===== config.mk =====
export PLATFORM = sky130hd
export DESIGN_NAME = pcm_frame_downmix
export DESIGN_NICKNAME = d
export VERILOG_FILES = /design/src/rtl/dmx_pkg.sv /design/src/rtl/pcm_frame_downmix.sv /design/src/rtl/dmx_queue.sv /design/src/rtl/dmx_front.sv /design/src/rtl/dmx_back.sv
export SDC_FILE = /design/constraint.sdc
export NUM_CORES = 1
export LEC_CHECK = 0
export BUFFER_PORTS_ARGS = -buffer_cell sky130_fd_sc_hd__buf_2
export CORE_UTILIZATION = 25
export CTS_CLUSTER_SIZE = 8
export DETAILED_ROUTE_END_ITERATION = 8
export GPL_TIMING_DRIVEN = 0
export PLACE_DENSITY = 0.38
export SYNTH_ARGS = -nofsm -noshare
export SYNTH_HDL_FRONTEND = slang
export SYNTH_SLANG_ARGS = --single-unit

===== constraint.sdc =====
create_clock -name clk_i -period 5.7 [get_ports clk_i]
set_input_delay 1.71 -clock clk_i [delete_from_list [all_inputs] [get_ports clk_i]]
set_output_delay 1.71 -clock clk_i [all_outputs]
set_load 0.05 [all_outputs]

===== src/rtl/dmx_pkg.sv =====
// ----------------------------------------------------------------------------
// dmx_pkg
// Shared constants, register indexes and the sample decoder of the PCM
// downmix block.
// ----------------------------------------------------------------------------
package dmx_pkg;

  localparam int unsigned DefMaxChannels = 8;
  localparam int unsigned DefQueueDepth = 4;

  localparam int unsigned CfgIdxW  = 8;
  localparam int unsigned CfgDataW = 7;
  localparam int unsigned BpsW     = 7;
  localparam int unsigned ChanCfgW = 4;
  localparam int unsigned SampleW  = 32;

  localparam logic [CfgIdxW-1:0] CFG_BITS_PER_SAMPLE = 8'd0;
  localparam logic [CfgIdxW-1:0] CFG_CHANNEL_COUNT   = 8'd1;

  localparam logic [BpsW-1:0]     BPS_RESET  = 7'd16;
  localparam logic [ChanCfgW-1:0] CHAN_RESET = 4'd2;

  localparam logic [BpsW-1:0] DEPTH_8  = 7'd8;
  localparam logic [BpsW-1:0] DEPTH_16 = 7'd16;
  localparam logic [BpsW-1:0] DEPTH_24 = 7'd24;
  localparam logic [BpsW-1:0] DEPTH_32 = 7'd32;

  // Map the low four bytes of a sample to signed Q0.31.
  function automatic logic signed [SampleW-1:0] decode_sample(
    input logic [BpsW-1:0]    bps,
    input logic [SampleW-1:0] raw
  );
    logic [SampleW-1:0] q;
    q = '0;
    case (bps)
      DEPTH_8:  q = {raw[7] ^ 1'b1, raw[6:0], 24'd0};
      DEPTH_16: q = {raw[15:0], 16'd0};
      DEPTH_24: q = {raw[23:0], 8'd0};
      DEPTH_32: q = raw;
      default:  q = '0;
    endcase
    return signed'(q);
  endfunction

endpackage


===== src/rtl/pcm_frame_downmix.sv =====
// ----------------------------------------------------------------------------
// pcm_frame_downmix
// Interleaved PCM byte stream to mono downmix.
//
// Input channel: one data byte per transfer (push_i while full_o is low),
// least significant byte of each sample first. Bytes are taken every cycle
// while the frame queue has room.
// Output channel: one mono Q0.31 sample per complete frame, shown while
// empty_o is low and taken with pop_i.
// Configuration channel: cfg_valid_i/cfg_ready_o, always ready; index 0 is
// bits_per_sample, index 1 is channel_count. Write only while idle;
// a write to either register restarts frame assembly.
// Each frame sum passes through the queue to the bit-serial divider, which
// works through its SUM_W bits (SUM_W is 35 at eight channels).
// Throughput: one byte per cycle while full_o is low; the divider takes one
// frame at a time, so short frames back up into the queue and raise full_o.
// Reset: 16 bits per sample, two channels, queue and output empty.
// While the receiver stalls the result holds, the divider and the queue
// fill, and full_o rises once the queue is full.
// ----------------------------------------------------------------------------
module pcm_frame_downmix import dmx_pkg::*; #(
  parameter int unsigned MAX_CHANNELS = DefMaxChannels,
  parameter int unsigned QUEUE_DEPTH = DefQueueDepth
) (
  input  logic                      clk_i,
  input  logic                      rst_ni,
  input  logic                      push_i,
  output logic                      full_o,
  input  logic [7:0]                data_byte_i,
  output logic                      empty_o,
  input  logic                      pop_i,
  output logic signed [SampleW-1:0] mono_sample_o,
  input  logic                      cfg_valid_i,
  output logic                      cfg_ready_o,
  input  logic [CfgIdxW-1:0]        cfg_index_i,
  input  logic [CfgDataW-1:0]       cfg_data_i
);

  localparam int unsigned SumW = SampleW + $clog2(MAX_CHANNELS);
  localparam int unsigned ChW  = $clog2(MAX_CHANNELS + 1);
  localparam int unsigned QW   = SumW + ChW;

  logic                   f_valid, f_ready;
  logic signed [SumW-1:0] f_sum;
  logic [ChW-1:0]         f_chans;
  logic                   q_valid, q_ready;
  logic [QW-1:0]          q_data;

  assign cfg_ready_o = 1'b1;

  dmx_front #(
    .MAX_CHANNELS(MAX_CHANNELS),
    .SUM_W(SumW),
    .CH_W(ChW)
  ) u_front (
    .clk_i,
    .rst_ni,
    .cfg_valid_i,
    .cfg_index_i,
    .cfg_data_i,
    .push_i,
    .data_byte_i,
    .full_o,
    .frame_valid_o(f_valid),
    .frame_ready_i(f_ready),
    .frame_sum_o(f_sum),
    .frame_chans_o(f_chans)
  );

  dmx_queue #(
    .WIDTH(QW),
    .DEPTH(QUEUE_DEPTH)
  ) u_queue (
    .clk_i,
    .rst_ni,
    .wr_valid_i(f_valid),
    .wr_ready_o(f_ready),
    .wr_data_i({f_sum, f_chans}),
    .rd_valid_o(q_valid),
    .rd_ready_i(q_ready),
    .rd_data_o(q_data)
  );

  dmx_back #(
    .MAX_CHANNELS(MAX_CHANNELS),
    .SUM_W(SumW),
    .CH_W(ChW)
  ) u_back (
    .clk_i,
    .rst_ni,
    .frame_valid_i(q_valid),
    .frame_ready_o(q_ready),
    .frame_sum_i(signed'(q_data[QW-1:ChW])),
    .frame_chans_i(q_data[ChW-1:0]),
    .empty_o,
    .pop_i,
    .mono_sample_o
  );

endmodule


===== src/rtl/dmx_queue.sv =====
// ----------------------------------------------------------------------------
// dmx_queue
// Short first-in first-out queue carrying finished frame sums from the
// byte front end to the divider.
// ----------------------------------------------------------------------------
module dmx_queue import dmx_pkg::*; #(
  parameter int unsigned WIDTH = 8,
  parameter int unsigned DEPTH = DefQueueDepth
) (
  input  logic             clk_i,
  input  logic             rst_ni,
  input  logic             wr_valid_i,
  output logic             wr_ready_o,
  input  logic [WIDTH-1:0] wr_data_i,
  output logic             rd_valid_o,
  input  logic             rd_ready_i,
  output logic [WIDTH-1:0] rd_data_o
);

  localparam int unsigned PtrW = $clog2(DEPTH);
  localparam int unsigned CntW = $clog2(DEPTH + 1);
  localparam logic [PtrW-1:0] LastPtr = PtrW'(DEPTH - 1);
  localparam logic [CntW-1:0] FullCnt = CntW'(DEPTH);

  logic [WIDTH-1:0] mem_q [DEPTH];
  logic [PtrW-1:0]  wr_ptr_q, rd_ptr_q;
  logic [CntW-1:0]  count_q;
  logic             do_wr, do_rd;

  assign wr_ready_o = (count_q != FullCnt);
  assign rd_valid_o = (count_q != '0);
  assign rd_data_o  = mem_q[rd_ptr_q];
  assign do_wr      = wr_valid_i && wr_ready_o;
  assign do_rd      = rd_ready_i && rd_valid_o;

  always_ff @(posedge clk_i or negedge rst_ni) begin
    if (!rst_ni) begin
      wr_ptr_q <= '0;
      rd_ptr_q <= '0;
      count_q  <= '0;
    end else begin
      if (do_wr) begin
        wr_ptr_q <= (wr_ptr_q == LastPtr) ? '0 : wr_ptr_q + 1'b1;
      end
      if (do_rd) begin
        rd_ptr_q <= (rd_ptr_q == LastPtr) ? '0 : rd_ptr_q + 1'b1;
      end
      if (do_wr && !do_rd) begin
        count_q <= count_q + 1'b1;
      end else if (do_rd && !do_wr) begin
        count_q <= count_q - 1'b1;
      end
    end
  end

  always_ff @(posedge clk_i) begin
    if (do_wr) begin
      mem_q[wr_ptr_q] <= wr_data_i;
    end
  end

endmodule


===== src/rtl/dmx_front.sv =====
// ----------------------------------------------------------------------------
// dmx_front
// Holds the configuration registers, takes raw bytes, assembles and decodes
// samples and accumulates the frame sum; emits one sum per complete frame.
// ----------------------------------------------------------------------------
module dmx_front import dmx_pkg::*; #(
  parameter int unsigned MAX_CHANNELS = DefMaxChannels,
  parameter int unsigned SUM_W = SampleW + $clog2(MAX_CHANNELS),
  parameter int unsigned CH_W = $clog2(MAX_CHANNELS + 1)
) (
  input  logic                    clk_i,
  input  logic                    rst_ni,
  input  logic                    cfg_valid_i,
  input  logic [CfgIdxW-1:0]      cfg_index_i,
  input  logic [CfgDataW-1:0]     cfg_data_i,
  input  logic                    push_i,
  input  logic [7:0]              data_byte_i,
  output logic                    full_o,
  output logic                    frame_valid_o,
  input  logic                    frame_ready_i,
  output logic signed [SUM_W-1:0] frame_sum_o,
  output logic [CH_W-1:0]         frame_chans_o
);

  logic [BpsW-1:0]         bps_q;
  logic [ChanCfgW-1:0]     chan_cfg_q;
  logic [2:0]              byte_pos_q;
  logic [CH_W-1:0]         chan_pos_q;
  logic [SampleW-1:0]      asm_q, asm_next;
  logic signed [SUM_W-1:0] sum_q, sum_next;
  logic signed [SampleW-1:0] dec;
  logic [3:0]              stride;
  logic [CH_W-1:0]         chans_used;
  logic                    accept, last_byte, last_chan, cfg_hit;

  assign full_o = !frame_ready_i;
  assign accept = push_i && frame_ready_i;

  always_comb begin
    stride = bps_q[6:3];
    if (stride == 4'd0) begin
      stride = 4'd1;
    end else if (stride > 4'd8) begin
      stride = 4'd8;
    end
  end

  always_comb begin
    if (chan_cfg_q == '0) begin
      chans_used = CH_W'(1);
    end else if (32'(chan_cfg_q) > MAX_CHANNELS) begin
      chans_used = CH_W'(MAX_CHANNELS);
    end else begin
      chans_used = CH_W'(chan_cfg_q);
    end
  end

  always_comb begin
    asm_next = asm_q;
    if (!byte_pos_q[2]) begin
      case (byte_pos_q[1:0])
        2'd0:    asm_next[7:0]   = asm_q[7:0]   | data_byte_i;
        2'd1:    asm_next[15:8]  = asm_q[15:8]  | data_byte_i;
        2'd2:    asm_next[23:16] = asm_q[23:16] | data_byte_i;
        2'd3:    asm_next[31:24] = asm_q[31:24] | data_byte_i;
        default: asm_next = asm_q;
      endcase
    end
  end

  assign dec       = decode_sample(bps_q, asm_next);
  assign sum_next  = sum_q + SUM_W'(dec);
  assign last_byte = ({1'b0, byte_pos_q} + 4'd1) >= stride;
  assign last_chan = (chan_pos_q + 1'b1) >= chans_used;
  assign cfg_hit   = cfg_valid_i &&
                     (cfg_index_i == CFG_BITS_PER_SAMPLE ||
                      cfg_index_i == CFG_CHANNEL_COUNT);

  assign frame_valid_o = push_i && last_byte && last_chan;
  assign frame_sum_o   = sum_next;
  assign frame_chans_o = chans_used;

  always_ff @(posedge clk_i or negedge rst_ni) begin
    if (!rst_ni) begin
      bps_q      <= BPS_RESET;
      chan_cfg_q <= CHAN_RESET;
      byte_pos_q <= '0;
      chan_pos_q <= '0;
      asm_q      <= '0;
      sum_q      <= '0;
    end else if (cfg_hit) begin
      if (cfg_index_i == CFG_BITS_PER_SAMPLE) begin
        bps_q <= cfg_data_i[BpsW-1:0];
      end else begin
        chan_cfg_q <= cfg_data_i[ChanCfgW-1:0];
      end
      byte_pos_q <= '0;
      chan_pos_q <= '0;
      asm_q      <= '0;
      sum_q      <= '0;
    end else if (accept) begin
      if (!last_byte) begin
        byte_pos_q <= byte_pos_q + 1'b1;
        asm_q      <= asm_next;
      end else begin
        byte_pos_q <= '0;
        asm_q      <= '0;
        if (last_chan) begin
          chan_pos_q <= '0;
          sum_q      <= '0;
        end else begin
          chan_pos_q <= chan_pos_q + 1'b1;
          sum_q      <= sum_next;
        end
      end
    end
  end

endmodule


===== src/rtl/dmx_back.sv =====
// ----------------------------------------------------------------------------
// dmx_back
// Divides each frame sum by its channel count, one quotient bit per cycle,
// rounding toward zero, and holds the result in an output register.
// ----------------------------------------------------------------------------
module dmx_back import dmx_pkg::*; #(
  parameter int unsigned MAX_CHANNELS = DefMaxChannels,
  parameter int unsigned SUM_W = SampleW + $clog2(MAX_CHANNELS),
  parameter int unsigned CH_W = $clog2(MAX_CHANNELS + 1)
) (
  input  logic                      clk_i,
  input  logic                      rst_ni,
  input  logic                      frame_valid_i,
  output logic                      frame_ready_o,
  input  logic signed [SUM_W-1:0]   frame_sum_i,
  input  logic [CH_W-1:0]           frame_chans_i,
  output logic                      empty_o,
  input  logic                      pop_i,
  output logic signed [SampleW-1:0] mono_sample_o
);

  localparam int unsigned StepW = $clog2(SUM_W + 1);
  localparam logic [StepW-1:0] LastStep = StepW'(SUM_W - 1);

  typedef enum logic [1:0] {ST_IDLE, ST_DIV, ST_DONE} state_e;

  state_e              state_q, state_d;
  logic [SUM_W-1:0]    quo_q, quo_d;
  logic [CH_W-1:0]     rem_q, rem_d;
  logic [CH_W-1:0]     div_q, div_d;
  logic [StepW-1:0]    step_q, step_d;
  logic                neg_q, neg_d;
  logic                out_valid_q, out_valid_d;
  logic [SampleW-1:0]  out_q, out_d;
  logic [CH_W:0]       rem_sh, rem_sub;
  logic                ge;
  logic [SUM_W-1:0]    quo_signed;

  assign rem_sh     = {rem_q, quo_q[SUM_W-1]};
  assign ge         = rem_sh >= {1'b0, div_q};
  assign rem_sub    = rem_sh - {1'b0, div_q};
  assign quo_signed = neg_q ? (~quo_q + 1'b1) : quo_q;

  assign frame_ready_o = (state_q == ST_IDLE);
  assign empty_o       = !out_valid_q;
  assign mono_sample_o = signed'(out_q);

  always_comb begin
    state_d     = state_q;
    quo_d       = quo_q;
    rem_d       = rem_q;
    div_d       = div_q;
    step_d      = step_q;
    neg_d       = neg_q;
    out_d       = out_q;
    out_valid_d = out_valid_q;
    if (pop_i && out_valid_q) begin
      out_valid_d = 1'b0;
    end
    case (state_q)
      ST_IDLE: begin
        if (frame_valid_i) begin
          neg_d   = frame_sum_i[SUM_W-1];
          quo_d   = frame_sum_i[SUM_W-1] ? (~frame_sum_i + 1'b1) : frame_sum_i;
          rem_d   = '0;
          div_d   = frame_chans_i;
          step_d  = '0;
          state_d = ST_DIV;
        end
      end
      ST_DIV: begin
        quo_d = {quo_q[SUM_W-2:0], ge};
        rem_d = ge ? rem_sub[CH_W-1:0] : rem_sh[CH_W-1:0];
        step_d = step_q + 1'b1;
        if (step_q == LastStep) begin
          state_d = ST_DONE;
        end
      end
      ST_DONE: begin
        if (!out_valid_q || pop_i) begin
          out_d       = quo_signed[SampleW-1:0];
          out_valid_d = 1'b1;
          state_d     = ST_IDLE;
        end
      end
      default: state_d = ST_IDLE;
    endcase
  end

  always_ff @(posedge clk_i or negedge rst_ni) begin
    if (!rst_ni) begin
      state_q     <= ST_IDLE;
      out_valid_q <= 1'b0;
      step_q      <= '0;
      quo_q       <= '0;
      rem_q       <= '0;
      div_q       <= '0;
      neg_q       <= 1'b0;
      out_q       <= '0;
    end else begin
      state_q     <= state_d;
      out_valid_q <= out_valid_d;
      step_q      <= step_d;
      quo_q       <= quo_d;
      rem_q       <= rem_d;
      div_q       <= div_d;
      neg_q       <= neg_d;
      out_q       <= out_d;
    end
  end

endmodule


Word level (Yosys, flattened, before mapping)
Memory sizes are Yosys's and may differ from the RTL's.
Cells that the tools add are included.
Cells by class
  reduce and logical (&&, ||, !) cells: 32
  multiplexer cells: 46
  add/subtract/negate cells: 12
  $lt $le $gt $ge: 5
  bitwise operators: 8
  equal/unequal tests: 17
Operator list (number)
  2-to-1 mux 35 bit: 6
  2-to-1 mux 32 bit: 5
  case mux 32 bit (4 select lines): 1
  case mux 35 bit (2 select lines): 1
  2-to-1 mux 4 bit: 10
  adder 35 x 1 -> 35 bit, second input constant: 1
  adder 35 x 32 -> 35 bit: 1
  NOT 35 bit: 1
  adder 32 x 1 -> 32 bit, second input constant: 1
  2-to-1 mux 8 bit: 4
  NOT 32 bit: 1
  OR 8 bit: 4
  2-to-1 mux 3 bit: 5
  == test 7 x 5 -> 1 bit, second input constant: 2
  case mux 6 bit (2 select lines): 1
  AND reduction 2 bit: 6
  == test 2 bit, second input constant: 5
  2-to-1 mux 2 bit: 5
  logical AND 1 bit: 9
  == test 8 x 1 -> 1 bit, second input constant: 1
  greater-or-equal comparator 4 bit: 2
  greater-than comparator 4 bit, second input constant: 2
  zero test 4 bit: 2
  zero test 8 bit: 1
  other kinds (25): 43
Word-level totals
  flip-flop bits (word level): 177
  output and inout port bits: 35
  RAM bits: 156
  memories: 1
Memories
  u_queue.mem_q: depth 4, width 39, rd ports 1, clocked after memory_dff 0, wr ports 1, RTL line dmx_queue.sv:25  | logic [WIDTH-1:0] mem_q [DEPTH];

Longest topological paths before layout
  word-level depth: 11
  depth in mapped cells: 18

By module
Synthesis repeated with hierarchy kept, for this count alone.
Unflattened totals
  cells, all modules: 1517
  area, all modules: 17247.8 sq um
Modules (own cells, without submodules)
  dmx_front: times used 1, seq. area each 2129.5 sq um, cells an instance 740, area each 6231.0 sq um
  dmx_queue: times used 1, seq. area each 4859.7 sq um, cells an instance 241, area each 6114.6 sq um
  dmx_back: times used 1, seq. area each 2127.0 sq um, cells an instance 534, area each 4890.9 sq um
  pcm_frame_downmix: times used 1, seq. area each 0.0 sq um, cells an instance 2, area each 11.3 sq um

Worst setup path before layout
Ideal clock, no wire load.
  kind: input-to-reg
  from: input port data_byte_i[3]
  to: memory u_queue.mem_q[0][37] (netlist bit) (data pin)
  setup time: 266 ps
  required time: 5434 ps
  stages on the path: 12
  path slack: 1035 ps
  path buffers: 1
  data arrival time: 4399 ps
  path through: clkbuf_1 -> a21oi_1 -> o22ai_1 -> ha_1 -> and3_1 -> and2_1 -> a221o_1 -> a211oi_1 -> nor3_1 -> o31ai_1 -> mux2i_1 -> nor2_1
On the way
  word-level cells in the longest chain between the ends: 5
  elaborated cells on any way between the ends: 11
  classes of those cells: add/sub (1); mux (6); bitwise (4)
RTL lines
  from (decl): RTL line pcm_frame_downmix.sv:29  | input logic [7:0] data_byte_i,
  OR 8 bit, on equally long branches
  2-to-1 mux 8 bit: RTL line dmx_front.sv:61  | case (byte_pos_q[1:0])
  2-to-1 mux 32 bit *: RTL line dmx_front.sv:60  | if (!byte_pos_q[2]) begin
  case mux 32 bit (4 select lines) *: RTL line dmx_pkg.sv:35  | case (bps)
  adder 35 x 32 -> 35 bit *: RTL line dmx_front.sv:72  | assign sum_next = sum_q + SUM_W'(dec);
  via f_sum[33]: RTL line pcm_frame_downmix.sv:44  | logic signed [SumW-1:0] f_sum;
  to (decl): RTL line dmx_queue.sv:25
Mark *: on every way through the listed nets, which the timed path passes. The rest lies on a longest branch.

Worst setup path after layout
  from: register u_front.bps_q[6]
  to: memory u_queue.mem_q[1][37] (netlist bit) (data pin)
On the way
  word-level cells in the longest chain between the ends: 3
  elaborated cells on any way between the ends: 6
  classes of those cells: add/sub (1); eq/ne (4); mux (1)
RTL lines
  from (decl): RTL line dmx_front.sv:25  | logic [BpsW-1:0] bps_q;
  from (signal assigned): RTL line dmx_front.sv:93  | bps_q <= cfg_data_i[BpsW-1:0];
  == test 7 x 6 -> 1 bit, or another cell as far along: RTL line dmx_pkg.sv:35
  case mux 32 bit (4 select lines) *: RTL line dmx_pkg.sv:35
  adder 35 x 32 -> 35 bit *: RTL line dmx_front.sv:72
  via f_sum[33]: RTL line pcm_frame_downmix.sv:44
Marks and branches as above.

==> impl_metrics.csv <==
group,metric,value,unit
sta,finClkSkew,0.0220,ns
worst_setup_path,crit_required,6.02,ns
routing,final_antenna_net_count,0,
pwr,clkPwrFrac,29.7,%
final_layout,design_area,19800,sq um
cts,ctsHoldBuffers,0,
die,num_io_pins,63,
pwr,sw_frac_of_total,36.2,%
sta,max_slew_margin,25.6,%
routing,wl_per_cell,18.3,um
status,status,"complete, no violations",
pwr,p_switching,3.21,mW
worst_setup_path,cp_max_fo,10,
die,die_x,262,um
worst_setup_path,r2r_start,"u_front.bps_q[6]$_DFFE_PN0P_",
sta,fin_tns_setup,0,ns
die,rows,94,
sta,holdWs,0.474,ns
placed_design,post_dp_cell_area,18400,sq um
die,die_y,262,um
sta,final-setup-viol-count,0,
final_layout,final_common_cell,"dfrtp_1",
cts,cts_buffers,48,
global_route,grt_pass1_wl,70800,um
logic_synthesis,syn_area,16900,sq um
placed_design,place.gp.congestion,0.813,
global_route,grt_start_max_net_pins,100,
logic_synthesis,synth_warnings,0,
worst_setup_path,worst-endpoint-arrival,5.73,ns
global_route,grt_usage,13.4,%
logic_synthesis,ys_top_cells_by_area,"edfxtp_1 28%, dfrtp_1 26%, mux4_2 4.9%",
cts,cts_tree,"done",
cts,htreeDepth,2,
sta,layout_min_cycle_time,5.41,ns
worst_hold_path,hold_start,"u_back.mono_sample_o[29]$_DFFE_PN0P_",
logic_synthesis,ys_ff_latch,333,
sta,tightest_slew,1.11,ns
logic_synthesis,synth_compound_gate_area_share,16.6,%
pwr,power.internal,5.66,mW
global_route,grt_pass1_vias,12000,
logic_synthesis,async_flop_share,53.2,%
sta,rsz0062_at_grt,"false",
routing,drt_iter0_drc,612,
pwr,power,8.86,mW
worst_setup_path,startpoint_type,"flop",
worst_setup_path,ff2ff_setup_slack,0.29,ns
die,core,66300,sq um
final_layout,area_delta_synth_final,17.0,%
worst_setup_path,worst_setup_path_end_kind,"flop",
pwr,comb_power_share,33.2,%
routing,firstDrtPassIters,4,
run,cap_violations,0,
logic_synthesis,synth_top_area_cell,"edfxtp_1",
global_route,antenna_found_initial,0,
worst_hold_path,min-delay-path-class,"reg2reg",
final_layout,layout-drive-gt1-share,12.1,%
final_layout,fillerInstances,6838,
cts,cts.clk_slew.worst_paths,0.05,ns
logic_synthesis,muxShareOfSynthArea,6.36,%
cts,clk_latency,0.59,ns
logic_synthesis,synthAdderAreaFrac,4.87,%
pwr,p_per_area,448,nW/um^2
routing,route.detailed.drc,0,
pwr,power_leakage,8.02,nW
die,start_util,25.5,%
cts,cts_sinks,333,
worst_setup_path,ff2ff_path_depth,15,
logic_synthesis,yosysTopAreaCellShare,27.7,%
final_layout,mostFrequentLayoutCells,"175 x dfrtp_1, 156 x edfxtp_1, 127 x a21oi_1",
worst_setup_path,path_class,"reg2reg",
final_layout,utilization,29.8,%
global_route,overflow,0,
routing,vias,11800,
sta,post-route-period-util,94.9,%
routing,routed_wl,45300,um
logic_synthesis,syn_inst,1475,
pwr,pwr-share-seq,37.1,%
routing,viasPerCell,4.75,
logic_synthesis,synth_edf_count,156,
logic_synthesis,synth_seq_area_share,53.9,%
cts,clock_path_buffers,3,
placed_design,io_buffers,58,
logic_synthesis,synth_flop_cell,"dfrtp_1",
sta,max_freq,185,MHz
final_layout,nNetsFinal,1680,
sta,hold_viol,0,
logic_synthesis,ys_types,72,
logic_synthesis,synth_xor_area_share,5.18,%
logic_synthesis,yosys.area_share.simple,10.3,%
logic_synthesis,syn_avg_cell_area,11.5,sq um
worst_hold_path,hold_end,"u_back.mono_sample_o[29]$_DFFE_PN0P_",
pwr,ir_drop,187,uV
logic_synthesis,synth_top_family_by_area,"compound AO/OA/AOI/OAI gates",
die,die_area,68700,sq um
placed_design,dp_hpwl,32800,um
worst_hold_path,hold_path_depth,2,
sta,maxSlewViolCount,0,
cts,clockRootBuffer,"clkbuf_16",
final_layout,diodes,0,
worst_setup_path,rr_endpoint,"u_queue.mem_q[1][37]$_DFFE_PP_",
logic_synthesis,syn-num-nets,1567,
==> cell usage after synthesis (5+ instances only) <==
cell type,number
dfrtp_1,175
edfxtp_1,156
a21oi_1,127
nand2_1,107
nor2_1,100
o21ai_0,73
clkbuf_1,71
ha_1,61
xnor2_1,58
o21ai_1,57
xor2_1,42
mux4_2,37
a22o_1,34
inv_1,30
a22oi_1,29
nor3_1,29
a21o_1,28
o22ai_1,20
and2_1,17
nand3_1,17
and3_1,15
o31ai_1,14
mux2_2,13
a31oi_1,12
nor2b_1,12
o21a_1,10
nand2b_1,9
nand4_1,9
or3_1,9
mux2i_1,7
buf_2,6
nor4_1,6
o21bai_1,6
o221ai_1,6
a211oi_1,5
o32a_1,5
==> worst max-delay path by stage <==
stage                                 start                              to  slack, ns
2_1_floorplan                data_byte_i[3]  u_queue.mem_q[0][37]$_DFFE_PP_       1.03
3_3_place_gp                         rst_ni    u_front.sum_q[8]$_DFFE_PN0P_      -0.41
3_5_place_dp   u_front.bps_q[6]$_DFFE_PN0P_  u_queue.mem_q[1][37]$_DFFE_PP_      -0.07
4_1_cts        u_front.bps_q[6]$_DFFE_PN0P_  u_queue.mem_q[1][37]$_DFFE_PP_        0.1
5_1_grt        u_front.bps_q[6]$_DFFE_PN0P_  u_queue.mem_q[1][37]$_DFFE_PP_      0.006
6_report       u_front.bps_q[6]$_DFFE_PN0P_  u_queue.mem_q[1][37]$_DFFE_PP_       0.29
==> flip-flops by register name (all words and copies together) (netlist names), 3 cells and up <==
name / flops
u_back.div_q: 4
u_back.mono_sample_o: 32
u_back.quo_q: 35
u_back.rem_q: 4
u_back.step_q: 6
u_front.asm_q: 32
u_front.bps_q: 7
u_front.byte_pos_q: 3
u_front.chan_cfg_q: 4
u_front.chan_pos_q: 4
u_front.sum_q: 35
u_queue.count_q: 3
u_queue.mem_q: 156
==> final cells by class <==
| class | count | area [sq um] | share of cell area, % |
|---|---|---|---|
| Sequential cell | 333 | 9120 | 46.1 |
| Multi-Input combinational cell | 1029 | 7340 | 37.1 |
| Clock buffer | 78 | 1340 | 6.75 |
| Tap cell | 864 | 1080 | 5.46 |
| Timing Repair Buffer | 63 | 408 | 2.06 |
| Buffer | 83 | 364 | 1.84 |
| Inverter | 30 | 113 | 0.569 |
| Clock inverter | 2 | 28.8 | 0.145 |
==> metrics by stage <==
step | setup slack, ns | cells
3_3_place_gp | -0.408 | 2397
3_5_place_dp | -0.0745 | 2402
6_report | 0.292 | 2482
4_1_cts | 0.0983 | 2482
2_1_floorplan | 1.03 | 1475
5_1_grt | 0.00626 | 2482
==> routing by layer <==
| layer | share of wire, % | track usage [%] |
|---|---|---|
| met5 | 0 | 0 |
| met3 | 3.6 | 2.70 |
| met4 | 3.0 | 4.64 |
| met1 | 48 | 18.0 |
| met2 | 46 | 21.5 |
==> worst max-delay path: stages (launching register included) <==
cell      delay (ns)
dfrtp_1         0.40
nor4_2          0.46
nand3b_1        0.37
or2_2           0.39
clkbuf_1        0.18
clkbuf_1        0.26
o22ai_1         0.24
ha_1            0.34
and3_1          0.26
and2_1          0.20
a221o_1         0.36
a211oi_1        0.53
nor3_1          0.21
o31ai_2         0.41
mux2i_1         0.16
nor2_1          0.36
==> power groups by stage <==
| stage | Clock [mW] | Sequential [mW] | Combinational [mW] |
|---|---|---|---|
| 6_report | 2.64 | 3.29 | 2.94 |
| 2_1_floorplan | 0 | 3.33 | 2.12 |
| 4_1_cts | 2.74 | 3.29 | 3.00 |
| 3_3_place_gp | 0 | 3.32 | 2.95 |
| 3_5_place_dp | 0 | 3.33 | 2.99 |
| 5_1_grt | 2.84 | 3.34 | 3.32 |
==> kinds of logic after synthesis <==
| kind of cell | count (synthesis) |
|---|---|
| simple gates | 356 |
| xor+xnor | 100 |
| mux | 58 |
| other cells | 1 |
| fa+ha+maj | 64 |
| compound gates | 450 |
| flops | 333 |
| buf+inv | 113 |
==> timing repair <==
| action | 4_1_cts | 5_1_grt |
|---|---|---|
| setup buffers | 0 | 0 |
| endpoints found under the setup margin | 5 | 6 |
| hold endpoints to repair | 0 | 0 |
| gates resized for setup | 1 | 2 |
No activity file was read; power rests on OpenSTA's default activity.
